===== src/rtl/assert_macros.svh =====
// assertion helpers shared by the rtl modules
`ifndef ASSERT_MACROS_SVH
`define ASSERT_MACROS_SVH

// same-cycle implication, disabled during reset
`define ASSERT_IMPLY(label, clk, rst_n, ante, cons, msg) \
    label: assert property (@(posedge clk) disable iff (!rst_n) (ante) |-> (cons)) \
        else $error(msg);

// next-cycle implication, disabled during reset
`define ASSERT_NEXT(label, clk, rst_n, ante, cons, msg) \
    label: assert property (@(posedge clk) disable iff (!rst_n) (ante) |=> (cons)) \
        else $error(msg);

`endif


===== src/rtl/fird_pkg.sv =====
package fird_pkg;

    // payload and arithmetic widths
    localparam int DATA_W     = 32;
    localparam int ACC_W      = 64;
    localparam int DIV_W      = 31;
    localparam int TAP_CNT_W  = 5;
    localparam int COEF_IDX_W = 4;
    localparam int CFG_IDX_W  = 1;
    localparam int CFG_DATA_W = DIV_W;

    // default filter depth
    localparam int TAPS_DEFAULT = 16;

    // divider sequencing
    localparam int DIV_STEPS = ACC_W;
    localparam int STEP_W    = $clog2(DIV_STEPS);

    // register reset values
    localparam logic [TAP_CNT_W-1:0] TAP_COUNT_RESET = TAP_CNT_W'(16);
    localparam logic [DIV_W-1:0]     DIVIDER_RESET   = DIV_W'(1);

    // command codes of an input transaction
    typedef enum logic
    {
        CMD_SAMPLE = 1'b0,
        CMD_COEF   = 1'b1
    } cmd_t;

    // configuration register indexes
    typedef enum logic [CFG_IDX_W-1:0]
    {
        REG_TAP_COUNT = 1'b0,
        REG_DIVIDER   = 1'b1
    } cfg_reg_t;

    typedef logic signed [DATA_W-1:0] data_t;

    // status of the serial divider
    typedef struct packed
    {
        logic busy;
        logic done;
    } div_status_t;

endpackage


===== src/rtl/fird_in_if.sv =====
interface fird_in_if;

    logic                              valid;
    logic                              ready;
    fird_pkg::cmd_t                    cmd;
    logic signed [fird_pkg::DATA_W-1:0] sample;
    logic [fird_pkg::COEF_IDX_W-1:0]    coef_index;
    logic signed [fird_pkg::DATA_W-1:0] coef_value;

    modport source
    (
        output valid, cmd, sample, coef_index, coef_value,
        input  ready
    );

    modport sink
    (
        input  valid, cmd, sample, coef_index, coef_value,
        output ready
    );

endinterface


===== src/rtl/fird_out_if.sv =====
interface fird_out_if;

    logic                              valid;
    logic                              ready;
    logic signed [fird_pkg::DATA_W-1:0] result;

    modport source
    (
        output valid, result,
        input  ready
    );

    modport sink
    (
        input  valid, result,
        output ready
    );

endinterface


===== src/rtl/fir_filter_int32_divided.sv =====
// channel   dir   handshake      payload
// in_ch     in    valid/ready    cmd, sample, coef_index, coef_value
// out_ch    out   valid/ready    result
// cfg       in    cfg_we         cfg_idx, cfg_data
//
// a coefficient write gives no result
// a sample takes one multiply-accumulate per active tap off the history and
//   coefficient memories, then a pass through the bit-serial 64-by-31 divider
// one transaction is in work at a time; a finished result waits in the output
//   register while the next transaction is accepted
// rst_n clears the history at once through per-entry valid bits, no clearing pass

`include "assert_macros.svh"

module fir_filter_int32_divided
#(
    parameter int TAPS = fird_pkg::TAPS_DEFAULT
)
(
    input  logic                                clk,
    input  logic                                rst_n,
    fird_in_if.sink                             in_ch,
    fird_out_if.source                          out_ch,
    input  logic                                cfg_we,
    input  fird_pkg::cfg_reg_t                  cfg_idx,
    input  logic [fird_pkg::CFG_DATA_W-1:0]     cfg_data
);

    localparam int TAP_W = (TAPS > 1) ? $clog2(TAPS) : 1;
    localparam int CNT_W = ($clog2(TAPS + 1) > fird_pkg::TAP_CNT_W) ? $clog2(TAPS + 1)
                                                                    : fird_pkg::TAP_CNT_W;

    typedef enum logic [3:0]
    {
        ST_IDLE   = 4'b0001,
        ST_MAC    = 4'b0010,
        ST_DIVIDE = 4'b0100,
        ST_DONE   = 4'b1000
    } state_t;

    state_t state_reg;

    // configuration registers
    logic [fird_pkg::TAP_CNT_W-1:0] tap_count_reg;
    logic [fird_pkg::DIV_W-1:0]     divider_reg;

    // memories
    fird_pkg::data_t hist_mem [TAPS];
    fird_pkg::data_t coef_mem [TAPS];
    logic [TAPS-1:0] hist_vld_reg;

    // sequencer and pipeline
    logic             issue_act_reg;
    logic [TAP_W-1:0] issue_idx_reg;
    logic             p1_vld_reg;
    logic [TAP_W-1:0] p1_idx_reg;
    logic             p2_vld_reg;
    fird_pkg::data_t  sample_reg;
    fird_pkg::data_t  hist_rd_reg;
    logic             hist_rd_vld_reg;
    fird_pkg::data_t  coef_rd_reg;
    logic signed [fird_pkg::ACC_W-1:0] prod_reg;
    logic [fird_pkg::ACC_W-1:0]        acc_reg;

    // output register
    logic             out_vld_reg;
    fird_pkg::data_t  out_result_reg;

    logic                         in_acc;
    logic                         coef_we;
    logic [CNT_W-1:0]             tc_ext;
    logic [CNT_W-1:0]             n_act;
    logic [TAP_W-1:0]             last_idx;
    logic [TAP_W-1:0]             hist_rd_addr;
    fird_pkg::data_t              new_val;
    logic signed [fird_pkg::ACC_W-1:0] prod_next;
    logic                         mac_done;
    logic                         div_start;
    logic [fird_pkg::ACC_W-1:0]   mag;
    logic [fird_pkg::DIV_W-1:0]   div_eff;
    logic [fird_pkg::DATA_W-1:0]  div_q;
    fird_pkg::div_status_t        div_st;
    logic                         out_load;

    // handshake
    assign in_ch.ready = (state_reg == ST_IDLE);
    assign in_acc      = in_ch.valid && in_ch.ready;
    assign coef_we     = in_acc && (in_ch.cmd == fird_pkg::CMD_COEF)
                         && (32'(in_ch.coef_index) < TAPS);

    // configuration writes
    always_ff @(posedge clk or negedge rst_n)
    begin
        if (!rst_n)
        begin
            tap_count_reg <= fird_pkg::TAP_COUNT_RESET;
            divider_reg   <= fird_pkg::DIVIDER_RESET;
        end
        else if (cfg_we)
        begin
            unique case (cfg_idx)
                fird_pkg::REG_TAP_COUNT: tap_count_reg <= cfg_data[fird_pkg::TAP_CNT_W-1:0];
                fird_pkg::REG_DIVIDER:   divider_reg   <= cfg_data;
            endcase
        end
    end

    // active tap count, clamped to 1..TAPS
    always_comb
    begin
        tc_ext = CNT_W'(tap_count_reg);
        if (tc_ext == '0)
            n_act = CNT_W'(1);
        else if (tc_ext > CNT_W'(TAPS))
            n_act = CNT_W'(TAPS);
        else
            n_act = tc_ext;
    end
    assign last_idx = TAP_W'(n_act - CNT_W'(1));

    // state machine
    assign mac_done  = (state_reg == ST_MAC) && !issue_act_reg && !p1_vld_reg && !p2_vld_reg;
    assign div_start = mac_done;
    assign out_load  = (state_reg == ST_DONE) && (!out_vld_reg || out_ch.ready);

    always_ff @(posedge clk or negedge rst_n)
    begin
        if (!rst_n)
            state_reg <= ST_IDLE;
        else
        begin
            unique case (state_reg)
                ST_IDLE:
                    if (in_acc && (in_ch.cmd == fird_pkg::CMD_SAMPLE))
                        state_reg <= ST_MAC;
                ST_MAC:
                    if (mac_done)
                        state_reg <= ST_DIVIDE;
                ST_DIVIDE:
                    if (div_st.done)
                        state_reg <= ST_DONE;
                ST_DONE:
                    if (out_load)
                        state_reg <= ST_IDLE;
                default:
                    state_reg <= ST_IDLE;
            endcase
        end
    end

    // tap sequencer, walks from the oldest active tap down to tap 0
    always_ff @(posedge clk or negedge rst_n)
    begin
        if (!rst_n)
        begin
            issue_act_reg <= 1'b0;
            issue_idx_reg <= '0;
            p1_vld_reg    <= 1'b0;
            p2_vld_reg    <= 1'b0;
        end
        else
        begin
            p1_vld_reg <= issue_act_reg;
            p2_vld_reg <= p1_vld_reg;
            if (in_acc && (in_ch.cmd == fird_pkg::CMD_SAMPLE))
            begin
                issue_act_reg <= 1'b1;
                issue_idx_reg <= last_idx;
            end
            else if (issue_act_reg)
            begin
                issue_idx_reg <= issue_idx_reg - TAP_W'(1);
                if (issue_idx_reg == '0)
                    issue_act_reg <= 1'b0;
            end
        end
    end

    // tap k takes the old value of tap k-1; reads always run below the write address
    assign hist_rd_addr = (issue_idx_reg == '0) ? '0 : issue_idx_reg - TAP_W'(1);

    // history memory: read one below, write back shifted
    always_ff @(posedge clk)
    begin
        hist_rd_reg <= hist_mem[hist_rd_addr];
        if (p1_vld_reg)
            hist_mem[p1_idx_reg] <= new_val;
    end

    // history valid bits, cleared by reset
    always_ff @(posedge clk or negedge rst_n)
    begin
        if (!rst_n)
            hist_vld_reg <= '0;
        else if (p1_vld_reg)
            hist_vld_reg[p1_idx_reg] <= 1'b1;
    end

    // coefficient memory
    always_ff @(posedge clk)
    begin
        coef_rd_reg <= coef_mem[issue_idx_reg];
        if (coef_we)
            coef_mem[TAP_W'(in_ch.coef_index)] <= in_ch.coef_value;
    end

    // read-side pipeline payload
    always_ff @(posedge clk)
    begin
        hist_rd_vld_reg <= hist_vld_reg[hist_rd_addr];
        p1_idx_reg      <= issue_idx_reg;
        if (in_acc && (in_ch.cmd == fird_pkg::CMD_SAMPLE))
            sample_reg <= in_ch.sample;
    end

    // shifted-in value and product
    always_comb
    begin
        if (p1_idx_reg == '0)
            new_val = sample_reg;
        else if (hist_rd_vld_reg)
            new_val = hist_rd_reg;
        else
            new_val = '0;
        prod_next = new_val * coef_rd_reg;
    end

    // multiply and accumulate, wrapping at 64 bits
    always_ff @(posedge clk)
    begin
        prod_reg <= prod_next;
        if (in_acc && (in_ch.cmd == fird_pkg::CMD_SAMPLE))
            acc_reg <= '0;
        else if (p2_vld_reg)
            acc_reg <= acc_reg + prod_reg;
    end

    // magnitude and divisor into the serial divider
    assign mag     = acc_reg[fird_pkg::ACC_W-1] ? (fird_pkg::ACC_W'(0) - acc_reg) : acc_reg;
    assign div_eff = (divider_reg == '0) ? fird_pkg::DIV_W'(1) : divider_reg;

    fird_div u_div
    (
        .clk      (clk),
        .rst_n    (rst_n),
        .start    (div_start),
        .dividend (mag),
        .neg      (acc_reg[fird_pkg::ACC_W-1]),
        .divisor  (div_eff),
        .quotient (div_q),
        .status   (div_st)
    );

    // output register
    always_ff @(posedge clk or negedge rst_n)
    begin
        if (!rst_n)
            out_vld_reg <= 1'b0;
        else if (out_load)
            out_vld_reg <= 1'b1;
        else if (out_ch.ready)
            out_vld_reg <= 1'b0;
    end

    always_ff @(posedge clk)
    begin
        if (out_load)
            out_result_reg <= div_q;
    end

    assign out_ch.valid  = out_vld_reg;
    assign out_ch.result = out_result_reg;

    `ASSERT_IMPLY(a_idle_quiet, clk, rst_n, in_ch.ready,
                  !issue_act_reg && !p1_vld_reg && !p2_vld_reg && !div_st.busy,
                  "work in flight while accepting")
    `ASSERT_IMPLY(a_done_in_divide, clk, rst_n, div_st.done, state_reg == ST_DIVIDE,
                  "divider done outside divide state")
    `ASSERT_NEXT(a_sample_starts, clk, rst_n,
                 in_acc && (in_ch.cmd == fird_pkg::CMD_SAMPLE),
                 state_reg == ST_MAC && issue_act_reg, "sample did not start the tap walk")
    `ASSERT_IMPLY(a_tap_range, clk, rst_n, p1_vld_reg, p1_idx_reg <= last_idx,
                  "history write beyond active taps")

endmodule


===== src/rtl/fird_div.sv =====
`include "assert_macros.svh"

module fird_div
(
    input  logic                             clk,
    input  logic                             rst_n,
    input  logic                             start,
    input  logic [fird_pkg::ACC_W-1:0]       dividend,
    input  logic                             neg,
    input  logic [fird_pkg::DIV_W-1:0]       divisor,
    output logic [fird_pkg::DATA_W-1:0]      quotient,
    output fird_pkg::div_status_t            status
);

    logic [fird_pkg::DIV_W-1:0]  rem_reg;
    logic [fird_pkg::ACC_W-1:0]  quo_reg;
    logic [fird_pkg::DIV_W-1:0]  divisor_reg;
    logic                        neg_reg;
    logic [fird_pkg::STEP_W-1:0] step_reg;
    logic                        busy_reg;
    logic                        done_reg;

    logic [fird_pkg::DIV_W:0]    trial;
    logic [fird_pkg::DIV_W:0]    diff;
    logic                        fits;

    // one restoring step: bring down the next dividend bit and try the subtract
    assign trial = {rem_reg, quo_reg[fird_pkg::ACC_W-1]};
    assign diff  = trial - {1'b0, divisor_reg};
    assign fits  = (trial >= {1'b0, divisor_reg});

    // step control
    always_ff @(posedge clk or negedge rst_n)
    begin
        if (!rst_n)
        begin
            busy_reg <= 1'b0;
            done_reg <= 1'b0;
            step_reg <= '0;
        end
        else
        begin
            done_reg <= 1'b0;
            if (start && !busy_reg)
            begin
                busy_reg <= 1'b1;
                step_reg <= fird_pkg::STEP_W'(fird_pkg::DIV_STEPS - 1);
            end
            else if (busy_reg)
            begin
                step_reg <= step_reg - fird_pkg::STEP_W'(1);
                if (step_reg == '0)
                begin
                    busy_reg <= 1'b0;
                    done_reg <= 1'b1;
                end
            end
        end
    end

    // remainder and quotient shift register
    always_ff @(posedge clk)
    begin
        if (start && !busy_reg)
        begin
            rem_reg     <= '0;
            quo_reg     <= dividend;
            divisor_reg <= divisor;
            neg_reg     <= neg;
        end
        else if (busy_reg)
        begin
            rem_reg <= fits ? diff[fird_pkg::DIV_W-1:0] : trial[fird_pkg::DIV_W-1:0];
            quo_reg <= {quo_reg[fird_pkg::ACC_W-2:0], fits};
        end
    end

    // sign restore on the low word only
    assign quotient = neg_reg ? (fird_pkg::DATA_W'(0) - quo_reg[fird_pkg::DATA_W-1:0])
                              : quo_reg[fird_pkg::DATA_W-1:0];

    assign status.busy = busy_reg;
    assign status.done = done_reg;

    `ASSERT_NEXT(a_div_starts, clk, rst_n, start && !busy_reg, busy_reg, "divider did not start")
    `ASSERT_IMPLY(a_div_nonzero, clk, rst_n, busy_reg, divisor_reg != '0, "divide by zero")
    `ASSERT_NEXT(a_div_done_pulse, clk, rst_n, done_reg, !done_reg && !busy_reg,
                 "done is not a single pulse")

endmodule

===== src/flat_wrapper.sv =====
// flat-port wrapper written by rule: the top's interface ports become plain ports
module fir_filter_int32_divided_flat 
#(
    parameter int TAPS = fird_pkg::TAPS_DEFAULT
)
  (clk, rst_n, cfg_we, cfg_idx, cfg_data, in_ch_valid, in_ch_cmd, in_ch_sample, in_ch_coef_index, in_ch_coef_value, in_ch_ready, out_ch_valid, out_ch_result, out_ch_ready);
  fird_in_if in_ch_i ();
  fird_out_if out_ch_i ();
  input  logic clk;
  input  logic rst_n;
  input  logic cfg_we;
  input  fird_pkg::cfg_reg_t cfg_idx;
  input  logic [fird_pkg::CFG_DATA_W-1:0] cfg_data;
  input wire logic [$bits(in_ch_i.valid)-1:0] in_ch_valid;
  input wire logic [$bits(in_ch_i.cmd)-1:0] in_ch_cmd;
  input wire logic [$bits(in_ch_i.sample)-1:0] in_ch_sample;
  input wire logic [$bits(in_ch_i.coef_index)-1:0] in_ch_coef_index;
  input wire logic [$bits(in_ch_i.coef_value)-1:0] in_ch_coef_value;
  output wire logic [$bits(in_ch_i.ready)-1:0] in_ch_ready;
  output wire logic [$bits(out_ch_i.valid)-1:0] out_ch_valid;
  output wire logic [$bits(out_ch_i.result)-1:0] out_ch_result;
  input wire logic [$bits(out_ch_i.ready)-1:0] out_ch_ready;
  assign in_ch_i.valid = in_ch_valid;
  assign in_ch_i.cmd = in_ch_cmd;
  assign in_ch_i.sample = in_ch_sample;
  assign in_ch_i.coef_index = in_ch_coef_index;
  assign in_ch_i.coef_value = in_ch_coef_value;
  assign in_ch_ready = in_ch_i.ready;
  assign out_ch_valid = out_ch_i.valid;
  assign out_ch_result = out_ch_i.result;
  assign out_ch_i.ready = out_ch_ready;
  fir_filter_int32_divided #(.TAPS(TAPS)) u_core (.clk(clk), .rst_n(rst_n), .in_ch(in_ch_i), .out_ch(out_ch_i), .cfg_we(cfg_we), .cfg_idx(cfg_idx), .cfg_data(cfg_data));
endmodule

===== config.mk =====
export PLATFORM = sky130hd
export DESIGN_NAME = fir_filter_int32_divided_flat
export DESIGN_NICKNAME = d
export VERILOG_FILES = /design/src/rtl/fird_pkg.sv /design/src/rtl/fird_in_if.sv /design/src/rtl/fird_out_if.sv /design/src/rtl/fir_filter_int32_divided.sv /design/src/rtl/fird_div.sv /design/src/flat_wrapper.sv
export VERILOG_INCLUDE_DIRS = /design/src /design/src/rtl
export SDC_FILE = /design/constraint.sdc
export NUM_CORES = 2
export LEC_CHECK = 0
export BUFFER_PORTS_ARGS = -buffer_cell sky130_fd_sc_hd__buf_2
export CAP_MARGIN = 20
export CELL_PAD_IN_SITES_DETAIL_PLACEMENT = 1
export CELL_PAD_IN_SITES_GLOBAL_PLACEMENT = 1
export CORE_AREA = 2 2 740 447
export CTS_BUF_LIST = sky130_fd_sc_hd__clkbuf_2
export DETAILED_ROUTE_END_ITERATION = 8
export DIE_AREA = 0 0 742 449
export PLACE_DENSITY_LB_ADDON = 0.1
export SLEW_MARGIN = 25
export SYNTH_ARGS = -nofsm -noshare
export SYNTH_HDL_FRONTEND = slang
export SYNTH_SLANG_ARGS = --single-unit

===== constraint.sdc =====
create_clock -name clk -period 8.7 [get_ports clk]
set_clock_uncertainty 0.2 [all_clocks]
set_input_delay 0.87 -clock clk [delete_from_list [all_inputs] [get_ports clk]]
set_output_delay 0.87 -clock clk [all_outputs]
set_load 0.02 [all_outputs]

# Word-level counts from Yosys, hierarchy flattened
# Memory sizes are Yosys's and may differ from the RTL's. A register that Yosys moved wholly into a read port is not among the register bits.
# Cells that the tools add are included.
# word_totals
regBits	396
ram_bits	1024
input_bits	106
output_inout_bits	34
elab_cells	112
n_memories	2
# mem_list
name	depth	word_bits	rd	rd_clocked_by_memory_dff	write_ports	line_no	source
u_core.coef_mem	16	32	1	1	1	fir_filter_int32_divided.sv:49	fird_pkg::data_t coef_mem [TAPS];
u_core.hist_mem	16	32	1	1	1	fir_filter_int32_divided.sv:48	fird_pkg::data_t hist_mem [TAPS];
# op_classes
addsub	7
n_mul	1
n_lt_le_gt_ge	5
eq_ne	8
muxes	38
bitwise	3
reduce_logical	26
# ops
operator	count
2-to-1 mux 64 bit	3
2-to-1 mux 32 bit	3
adder 64 bit	1
multiplier 32 x 32 -> 64 bit	1
subtractor 1 x 64 -> 64 bit (first input constant)	1
2-to-1 mux 4 bit	9
greater-or-equal comparator 32 x 31 -> 1 bit	1
subtractor 1 x 32 -> 32 bit (first input constant)	1
zero test 31 bit	1
2-to-1 mux 31 bit	1
subtractor 31 bit	1
2-to-1 mux 1 bit	17
bitwise OR 16 bit	1
case mux 4 bit (4 select lines)	1
2-to-1 mux 6 bit	2
< comparator 4 x 5 -> 1 bit (second input constant)	2
logical AND 1 bit	9
zero test 4 bit	2
subtractor 4 x 1 -> 4 bit (second input constant)	2
zero test 6 bit	1
inequality test 2 bit (second input constant)	3
nonzero test 2 bit	3
subtractor 6 x 1 -> 6 bit (second input constant)	1
> comparator 5 bit (second input constant)	1
other kinds (14)	20

# Longest topological paths before layout
# depth
word_depth	6
depth_mapped	34
ltp_nobuf	31

# By module
# Synthesis repeated with hierarchy kept, for this count alone.
# hier_totals
hier_cells	7902
hier_area_um2	97179.5
# by_module_without_submodules
mod	n_inst	cells_per_inst	area_each_um2	seq_area_each_um2
fir_filter_int32_divided	1	7201	89393.2	38220.4
fird_div	1	701	7786.2	3703.6

# Worst setup path before layout
# OpenSTA, ideal clock, no wires.
# synth_timing
path_type	register to register
from	register u_core.p1_idx_reg[0]
to	register u_core.prod_reg[62] in the netlist's numbering
arrival_ps	9050
path_slack_ps	-676
path_stages_with_launch	31
n_path_buf	3
path_cell_list	dfxtp_1 -> clkbuf_1 -> nor4_1 -> clkbuf_1 -> nand2_1 -> o21ai_1 -> clkbuf_1 -> nand2_1 -> inv_1 -> ha_1 -> inv_1 -> fa_1 -> inv_1 -> fa_1 -> fa_1 -> inv_1 -> fa_1 -> inv_1 -> fa_1 -> fa_1 -> fa_1 -> ha_1 -> inv_1 -> o21bai_1 -> a21o_1 -> a31o_2 -> nand2_1 -> a211oi_1 -> o32ai_1 -> o211ai_1 -> xor2_1
# synth_between
elab_chain_cells	3
# synth_lines
element	line_no	source
start, declared	fir_filter_int32_divided.sv:56	logic [TAP_W-1:0] p1_idx_reg;
start signal, assigned	fir_filter_int32_divided.sv:211	p1_idx_reg <= issue_idx_reg;
zero test 4 bit	fir_filter_int32_divided.sv:219	if (p1_idx_reg == '0)
2-to-1 mux 32 bit	fir_filter_int32_divided.sv:219	
named net u_core.new_val[31]	fir_filter_int32_divided.sv:75	fird_pkg::data_t new_val;
multiplier 32 x 32 -> 64 bit	fir_filter_int32_divided.sv:225	prod_next = new_val * coef_rd_reg;
named net u_core.prod_next, one bit	fir_filter_int32_divided.sv:76	logic signed [fird_pkg::ACC_W-1:0] prod_next;
end signal, assigned	fir_filter_int32_divided.sv:231	prod_reg <= prod_next;
end, declared	fir_filter_int32_divided.sv:62	logic signed [fird_pkg::ACC_W-1:0] prod_reg;
# The timed path passes the listed nets, and every way through them passes these cells.
# A chain may end at the register's enable or synchronous reset.

# Worst setup path in the final report
# layout_timing
from	register u_core.p1_idx_reg[0]
to	register u_core.prod_reg[63] in the netlist's numbering
# layout_between
elab_chain_cells	3
# layout_lines
element	line_no
zero test 4 bit	fir_filter_int32_divided.sv:219
2-to-1 mux 32 bit	fir_filter_int32_divided.sv:219
multiplier 32 x 32 -> 64 bit	fir_filter_int32_divided.sv:225
named net u_core.prod_next, one bit	fir_filter_int32_divided.sv:76
# The timed path passes the listed nets, and every way through them passes these cells.

==> flow_summary_export.csv <==
group,metric,value,unit
setup_path,rrSetupSlack,-0.07,ns
die,start_util,0.2983,
timing,final_setup_violating_endpoints,7,
layout,final_common_cell,"sky130_fd_sc_hd__edfxtp_1",
cts,clk-insertion-delay-late,1.77,ns
setup_path,critPathMaxStageDelay,0.58,ns
placement,number_of_placed_instances_taps_included,12730,
cts,clk_pin_slew_worst_paths,0.09,ns
layout,layout_top_registers,"u_core.coef_mem (512), u_core.hist_mem (512)",
placement,finalWeightedCongestion,0.8019,
yosys,dominantRegCellSynth,"sky130_fd_sc_hd__edfxtp_1",
run_status,failing_checks,"setup timing",
timing,period_share,1.008,
detailed_routing,dr.first_iter.drc_count,3848,
global_route,grt_first_pass_wirelength,490500,um
setup_path,crit_top_cell,"sky130_fd_sc_hd__fa_1",
timing,rsz_0062_raised_after_global_routing,"true",
detailed_routing,antenna_violating_nets_post_route,0,
min_path,timing.hold.worst_path_depth,2,
cts,cts-root-to-sink-buffers,4,
yosys,syn_inst,8144,
timing,post-route-min-period,8.768,ns
detailed_routing,detailedRoute.firstPassIterationCount,5,
layout,nNetsFinal,10650,
setup_path,critPathLaunchType,"register",
yosys,postSynth.asyncResetShare,0.04852,
layout,area_delta_synth_final,20.21,%
timing,maxSlewViolCount,0,
yosys,synth_warnings,0,
yosys,synth_fp_nets,9617,
global_route,grt_use_total,0.1965,
setup_path,worst-setup-path-type,"register to register",
die,core-area,326900,sq um
detailed_routing,remaining_drc_errors,0,
detailed_routing,num_vias,66330,
run_status,status,"finished, violations left",
timing,layout_setup_ws,-0.06843,ns
yosys,synth_sequential_area_ratio,0.4298,
die,design.portCount,140,
die,std_cell_rows,163,
min_path,timing.hold.worst.class,"register to register",
cts,cts_tree,"yes",
timing,clock.fmax,114.0,MHz
die,die_w,742,um
placement,place.detailed.hpwl,228000,um
die,die-area,333200,sq um
cts,htree_depth,5,
global_route,number_of_antenna_violations_at_the_first_check_in_global_routing,42,
global_route,maximum_number_of_pins_on_one_net_before_global_route_repair,141,
die,die_height,449,um
setup_path,depth_of_the_worst_register_to_register_path,34,
setup_path,worstPathRequired,10.00,ns
setup_path,worst-endpoint-arrival,10.07,ns
yosys,yosysUniqueCellTypes,80,
setup_path,maximum_net_fanout_on_the_critical_path,9,
yosys,synthesis.area,97530,sq um
global_route,grt_pass1_vias,72310,
cts,clkSinkCount,1484,
yosys,number_of_storage_elements_in_the_synthesis_netlist,1484,
yosys,number_of_enable_type_register_cells_in_the_synthesized_netlist,1184,
yosys,synth_area_per_cell,11.98,sq um
layout,n_fill_cell,35380,
flow_run,max-cap-violations,0,
detailed_routing,vias_per_cell,4.786,
timing,worstMarginPinSlew,1.270,ns
cts,cts_buffers,380,
detailed_routing,wire_per_inst,23.79,um
placement,portBuffers,139,
cts,cts_root_buf,"sky130_fd_sc_hd__clkbuf_2",
layout,finalNonFillerCells,13860,
setup_path,timing.critical_path.to_type,"register",
timing,final-hold-violation-count,0,
detailed_routing,drt-total-wl,329700,um
layout,layout_common_cells,"sky130_fd_sc_hd__edfxtp_1 (1184), sky130_fd_sc_hd__inv_1 (1029), sky130_fd_sc_hd__fa_1 (1004)",
timing,timing.max_slew.rel_slack,0.1532,
setup_path,max_stage_delay_cell_worst_path,"sky130_fd_sc_hd__fa_1",
layout,drive_gt1_frac,0.2195,
global_route,globalRoute.totalOverflow,0,
[kinds of logic (layout without fill, tap and decap cells)]
kind of cell	Yosys count	after routing	share of synthesized area
multiplexers	349	349	0.05686
XOR/XNOR	235	235	0.02110
buffers and inverters	1537	2855	0.05916
flip-flops	1484	1484	0.4298
AND/OR/NAND/NOR	2077	2077	0.1030
adder cells (fa/ha/maj)	1367	1367	0.2588
AO/OA/AOI/OAI	1095	1101	0.07121
other	0	18	0
[path summary, 6_finish.rpt]
check | from | endpoint
hold / removal | u_core.u_div.quo_reg[34]$_DFFE_PP_ | u_core.u_div.quo_reg[35]$_DFFE_PP_
min in group asynchronous | rst_n | u_core.divider_reg[9]$_DFFE_PN0P_
setup / recovery | u_core.p1_idx_reg[0]$_DFF_P_ | u_core.prod_reg[63]$_DFF_P_
setup reg to reg | u_core.p1_idx_reg[0]$_DFF_P_ | u_core.prod_reg[63]$_DFF_P_
hold reg to reg | u_core.u_div.quo_reg[34]$_DFFE_PP_ | u_core.u_div.quo_reg[35]$_DFFE_PP_
max in group asynchronous | rst_n | u_core.issue_idx_reg[3]$_DFFE_PN0P_
[metal layers]
layer  track usage  vias to the layer above  part of all wire
met5             0                        -           0.00035
li1              -                    29820                 -
met1        0.3101                    34920              0.52
met3       0.03141                      339             0.044
met2        0.2836                     1232              0.42
met4       0.03514                       18             0.016
[stage by stage]
stage / utilization / cell area, sq um / hold WS, ns / worst slack, ns / TNS (ns)
6_report: 0.3586 / 117200 / 0.2151 / -0.06843 / -0.3183
5_1_grt: 0.3585 / 117200 / 0.1205 / -0.3351 / -3.428
4_1_cts: 0.3524 / 115200 / 0.01266 / -0.3241 / -1.195
3_5_place_dp: 0.3288 / 107500 / 0.2568 / -0.8212 / -9.747
3_3_place_gp: 0.3288 / 107500 / 0.2506 / -0.7435 / -8.693
2_1_floorplan: - / 97590 / 0.1454 / 0.01431 / 0
[cells in the mapped netlist, types with 131 or more instances]
cell | number | area (sq um)
sky130_fd_sc_hd__dfxtp_1 | 228 | 4564
sky130_fd_sc_hd__inv_1 | 1071 | 4020
sky130_fd_sc_hd__ha_1 | 283 | 3541
sky130_fd_sc_hd__edfxtp_1 | 1184 | 35550
sky130_fd_sc_hd__mux4_2 | 160 | 3603
sky130_fd_sc_hd__o21ai_0 | 213 | 1066
sky130_fd_sc_hd__a21oi_1 | 265 | 1326
sky130_fd_sc_hd__fa_1 | 1084 | 21700
sky130_fd_sc_hd__nand2_1 | 919 | 3450
sky130_fd_sc_hd__and2_1 | 506 | 3166
sky130_fd_sc_hd__clkbuf_1 | 427 | 1603
sky130_fd_sc_hd__nor2_1 | 210 | 788.3
sky130_fd_sc_hd__mux2i_1 | 149 | 1491
sky130_fd_sc_hd__xnor2_1 | 131 | 1147
[worst max-delay path: cells and delay by family (launching register included)]
family | cells | cell delay (ns)
AOI/OAI and AO/OA | 5 | 0.70
adders and majority gates | 9 | 4.47
buffers and inverters | 13 | 1.57
DFF | 1 | 0.34
and+or+nand+nor | 7 | 1.25
[layout make-up]
| class | count | area [sq um] | area share |
|---|---|---|---|
| well taps | 4372 | 5470 | 0.04666 |
| clock inverters | 110 | 610.6 | 0.005208 |
| repair buffers | 1105 | 10360 | 0.08834 |
| diodes | 18 | 45.04 | 0.0003842 |
| clock buffers | 568 | 2843 | 0.02425 |
| inverters | 1072 | 4030 | 0.03437 |
| flip-flops and latches | 1484 | 41950 | 0.3578 |
| multi-input cells | 5129 | 51940 | 0.4430 |
[what timing repair did]
item | CTS | global route
gates resized for setup | 168 | 303
endpoints found under the hold margin | 1251 | 0
setup buffers | 73 | 84
gates cloned | 8 | 4
pin swaps | 48 | 124
hold buffers | 270 | 0
setup endpoints to repair | 29 | 26
Power is not shown: default switching activity piles up to over one toggle a cycle in this logic, so the estimate is an artifact.
